$ cat config.mk
export PLATFORM = sky130hd
export DESIGN_NAME = trt_ctrl
export DESIGN_NICKNAME = d
export VERILOG_FILES = /design/src/hw/rtl/trt_pkg.sv /design/src/hw/rtl/trt_ctrl.sv
export SDC_FILE = /design/constraint.sdc
export NUM_CORES = 1
export LEC_CHECK = 0
export ABC_AREA = 1
export BUFFER_PORTS_ARGS = -buffer_cell sky130_fd_sc_hd__buf_2
export CAP_MARGIN = 20
export CORE_AREA = 2 2 39 41
export DETAILED_ROUTE_END_ITERATION = 8
export DIE_AREA = 0 0 41 43
export GPL_ROUTABILITY_DRIVEN = 0
export HOLD_SLACK_MARGIN = 0.08
export PLACE_DENSITY_LB_ADDON = 0.3
export SETUP_SLACK_MARGIN = 0.4
export SYNTH_ARGS = -nofsm -noshare
export SYNTH_HDL_FRONTEND = slang
export SYNTH_SLANG_ARGS = --single-unit
$ cat constraint.sdc
create_clock -name clk -period 1.25 [get_ports clk]
set_input_delay 0.375 -clock clk [delete_from_list [all_inputs] [get_ports clk]]
set_output_delay 0.375 -clock clk [all_outputs]
set_load 0.02 [all_outputs]
$ cat src/hw/rtl/trt_pkg.sv
// Shared types, register indexes and helper functions for the token
// reputation table. No dependencies.
package trt_pkg;

  localparam int CFG_IDX_W  = 1;
  localparam int CFG_DATA_W = 17;
  localparam int CNT_W      = 40;
  localparam int HIST_W     = 8;

  localparam logic [HIST_W-1:0] HIST_RESET = 8'h55;
  localparam logic [16:0]       VOCAB_RESET  = 17'd65536;
  localparam logic [15:0]       PERIOD_RESET = 16'd500;

  // Configuration register indexes
  localparam logic [CFG_IDX_W-1:0] REG_VOCAB_SIZE   = 1'b0;
  localparam logic [CFG_IDX_W-1:0] REG_DECAY_PERIOD = 1'b1;

  // Operation codes
  localparam logic OP_COMMIT = 1'b0;
  localparam logic OP_ADJUST = 1'b1;

  typedef enum logic [1:0] {
    ST_CLEAR,
    ST_IDLE,
    ST_EXEC,
    ST_SWEEP
  } state_t;

  // Controller to datapath commands
  typedef struct packed {
    logic accept;
    logic clear_en;
    logic exec_en;
    logic sweep_start;
    logic sweep_en;
    logic finish;
  } cmd_t;

  // Datapath to controller status
  typedef struct packed {
    logic clear_done;
    logic sweep_req;
    logic sweep_done;
  } status_t;

  function automatic logic [3:0] pop8(input logic [HIST_W-1:0] v);
    logic [3:0] c;
    c = 4'd0;
    for (int i = 0; i < HIST_W; i++) begin
      c = c + 4'(v[i]);
    end
    return c;
  endfunction

  // Strip the highest set bit of a near-full history, or fill the highest
  // clear bit of a near-empty one.
  function automatic logic [HIST_W-1:0] decay8(input logic [HIST_W-1:0] r);
    logic [3:0]        s;
    logic [HIST_W-1:0] res;
    logic              hit;
    s   = pop8(r);
    res = r;
    hit = 1'b0;
    for (int b = HIST_W - 1; b >= 0; b--) begin
      if (!hit && s >= 4'd7 && r[b]) begin
        res[b] = 1'b0;
        hit    = 1'b1;
      end else if (!hit && s <= 4'd1 && !r[b]) begin
        res[b] = 1'b1;
        hit    = 1'b1;
      end
    end
    return res;
  endfunction

endpackage

$ cat src/hw/rtl/trt_ctrl.sv
// Controller state machine for the token reputation table: clearing pass,
// request intake, execute and decay sweep sequencing. Depends on trt_pkg.
module trt_ctrl (
  input  logic              clk,
  input  logic              rst,
  input  logic              start,
  input  trt_pkg::status_t  status,
  output trt_pkg::cmd_t     cmd,
  output logic              busy
);
  import trt_pkg::*;

  state_t state, state_next;

  // State register
  always_ff @(posedge clk) begin
    if (rst) begin
      state <= ST_CLEAR;
    end else begin
      state <= state_next;
    end
  end

  // Next state and commands
  always_comb begin
    state_next = state;
    cmd        = '0;
    unique case (state)
      ST_CLEAR: begin
        cmd.clear_en = 1'b1;
        if (status.clear_done) begin
          state_next = ST_IDLE;
        end
      end
      ST_IDLE: begin
        if (start) begin
          cmd.accept = 1'b1;
          state_next = ST_EXEC;
        end
      end
      ST_EXEC: begin
        cmd.exec_en = 1'b1;
        if (status.sweep_req) begin
          cmd.sweep_start = 1'b1;
          state_next      = ST_SWEEP;
        end else begin
          cmd.finish = 1'b1;
          state_next = ST_IDLE;
        end
      end
      ST_SWEEP: begin
        cmd.sweep_en = 1'b1;
        if (status.sweep_done) begin
          cmd.finish = 1'b1;
          state_next = ST_IDLE;
        end
      end
      default: begin
        state_next = ST_CLEAR;
      end
    endcase
  end

  assign busy = (state != ST_IDLE);

endmodule

# Word-level counts from Yosys, hierarchy flattened
# Index checks and enable logic that the tools add are counted.
# totals
reg_bits	2
output_inout_bits	7
wordCells	24
# classes
muxes	14
eq_ne	7
reduce_logical	2
# op_table
op	count
$mux W2	5
$pmux W2 S4	1
$mux W1	7
$ne A2 B2 Y1 const B	3
$eq A2 B2 Y1 const B	2
$reduce_and A3 Y1	1
$eq A2 B1 Y1 const B	1
$logic_not A2 Y1	1
$ne A2 B1 Y1 const B	1
$pmux W1 S2	1

# Depth between registers and ports, before layout
# logic_depth
depth_word	3
ltp_mapped	7
mapped_depth_nobuf	7

# Worst setup path after synthesis
# Ideal clock, no wire load.
# synth_path
kind	reg2out
start	register state[0]
end	output port cmd[0] in the netlist's numbering
path_stages_with_launch	5
arrival_time_ns	1.258
path_buffers	0
path_slack_ns	-0.383
cell_sequence	dfxtp_1 -> inv_1 -> ha_1 -> inv_1 -> o21ai_0
# synth_lines
element	line_no	rtl
start, declared	trt_ctrl.sv:13	state_t state, state_next;
start signal, assigned	trt_ctrl.sv:20	state <= state_next;
end, declared	trt_ctrl.sv:8	output trt_pkg::cmd_t cmd,

==> summary.md <==
| Metric | Value |
|---|---|
| Final worst path period need | `1.43 ns` |
| Final instance area | `559 sq um` |
| Max Root-Sink Buffers | `2` |
| VDD IR max | `0.000957 V` |
| Aggregate global-route resource usage | `7.91%` |
| Commonest cells after routing, fill and taps aside | `buf_4 (9), buf_2 (6), buf_6 (6)` |
| Synth cell types | `11` |
| IO Port Bufs | `12` |
| Placed wire-length estimate | `425 um` |
| GRT Max-Usage Layer | `met2` |
| Leakage | `0.000285 uW` |
| Vias in the first global route | `260` |
| DRC | `0` |
| Routed len/inst | `8.14 um` |
| WP data arrival | `1.06 ns` |
| Clk sinks | `2` |
| DRT iter0 DRCs | `0` |
| Fin Clk Skew | `between 0.006 and 0.007 ns` |
| Core area | `between 0.001 and 0.0015 sq mm` |
| Crit start category | `flop` |
| Vias | `between 200 and 300` |
| GR Util met2 | `a little over an eighth` |
| Largest net degree at the start of global routing | `5` |
| DIE AREA | `0.00176 sq mm` |
| CP cell instances | `inv_4 > ha_4 > inv_2 > o21ai_4 > buf_6` |
| Crit Path Max Fanout | `4` |
| Hold WC Path Type | `primary input to flop` |
| Syn_area_per_cell | `7.08 sq um` |
| CP required | `~0.9 ns` |
| Failing checks | `setup timing` |
| Fillers | `140` |
| Total power | `1050 uW` |
| Slew HR | `93.1%` |
| Placed inst area | `379 sq um` |
| Initial antenna violation count | `0` |
| Sequential fraction of the synthesis area | `16.2%` |
| Area Overhead vs Synth | `126%` |
| CTS tree | `built` |
| Clk root buf | `clkbuf_4` |
| Clock-pin slew on the worst setup and hold paths | `approximately 0.030 ns` |
| Tcrit/Tclk final | `115%` |
| Maxcap violations | `0` |
| Starting Density | `between 10% and 20%` |
| Final WL | `619 um` |
| Pwr per Cell Area | `roughly 1900 mW/mm^2` |
| Vias per cell | `around 3.8` |
| RSZ-0062 raised after global routing | `yes` |
| Die width | `41 um` |
| DR pass1 iterations | `1` |
| Worst Setup End Kind | `output port` |
| Top reg by flops | `state` |
| Peak Freq | `698 MHz` |
| H-tree depth | `1` |
| GRT met1 Usage | `7.64%` |
| Largest register FFs | `2` |
| FF+latch count, synth | `2` |
| Max stage delay on crit path | `0.36 ns` |
| I/O pin count | `13` |
| Yosys warns | `0` |
| GRT met3 Usage | `6.28%` |
| Status | `finished with violations` |
| Most common cell after layout, fill and taps aside | `buf_4` |
| Register-to-register setup slack | `0.09 ns` |
| Antenna Cells | `0` |
| Share of cells above drive strength 1 | `80.0%` |
| Mapped cell area | `248 sq um` |
| Hold Violations, Final | `0` |
| Worst-Skew Late Latency | `0.23 ns` |
| Final net count | `73` |
| Worst slew pin tran | `between 0.1 and 0.15 ns` |
| Critical path class | `flop to output port` |
| Std cell rows | `14` |
| Post-route antenna net violation count | `0` |
| Grt total ovfl | `0` |
| Final setup violation count | `7` |
| Mapped Nets | `47` |
| Max-slew violation count | `0` |
| Cell count after synthesis | `35` |
| DP Worst Slack | `-0.00178 ns` |
| Worst hold slack | `0.385 ns` |
| Die height | `43 um` |
| Worst path slowest cell | `dfxtp_4` |
| Inserted Clock Buffers | `3` |
| Final worst slack | `-0.183 ns` |
| Top flop regs | `state: 2 flops` |
| Post-CTS Hold Fix Bufs | `0` |
| First-pass GRT wire length | `931 um` |
[worst paths after layout]
| path | startpoint | cells past startpoint | endpoint |
|---|---|---|---|
| max | state[0] | 5 | cmd[0] |
| max reg2reg | state[0] | 8 | state[1] |
| min | rst | 4 | state[1] |
| min reg2reg | state[1] | 4 | state[1] |
[synthesized netlist by cell type]
master    count  area, sq um
nand3_4       1         17.5
ha_1          6         75.1
nand2_1       7         26.3
inv_1         9         33.8
nand2_2       2         12.5
a21boi_1      1         7.51
o21ai_0       1         5.00
inv_2         1         3.75
dfxtp_1       2         40.0
nor2_1        4         15.0
nand2_4       1         11.3
[critical path, delay by kind of cell, from the launching register on]
kind            cells  cell delay (ns)
compound gates      1             0.11
fa+ha+maj           1             0.13
buf+inv             3             0.24
flops               1             0.36
[power by group]
group / switching (uW) / internal (uW)
Clock: 40.0 / 119
Sequential: 46.5 / 101
Combinational: 364 / 382
[layout make-up]
class | instances | area (sq um) | area share [%]
clock buffer | 4 | 26.3 | 4.70
inverter | 10 | 45.0 | 8.05
multi-input combinational | 23 | 255 | 45.6
sequential | 2 | 47.5 | 8.50
tap | 16 | 20.0 | 3.58
timing repair buffer | 21 | 165 | 29.5
[timing repair]
item,CTS,global route
pin swaps,10,0
resized for setup,27,3
endpoints found under the setup margin,9,9
setup buffers,5,1
[per-layer routing]
| layer | routed length, um | vias up |
|---|---|---|
| met5 | 0 | - |
| met4 | 0 | 0 |
| met1 | 229 | 129 |
| li1 | - | 151 |
| met2 | 344 | 9 |
| met3 | 44 | 0 |
[metrics by stage]
stage                     instances  TNS [ns]  utilization (%)
after floorplan                  35         0                -
after global placement           66         0             27.4
after detailed placement         66  -0.00178             27.4
after CTS                        75     -1.04             39.2
after global routing             76     -1.28             40.4
final                            76    -0.966             40.4
[cell families after synthesis]
kind of cell | count (synthesis) | synth area share, %
buf+inv | 10 | 15.1
compound gates | 2 | 5.05
flops | 2 | 16.2
simple gates | 15 | 33.3
fa+ha+maj | 6 | 30.3
No activity file was read; power rests on OpenSTA's default activity.
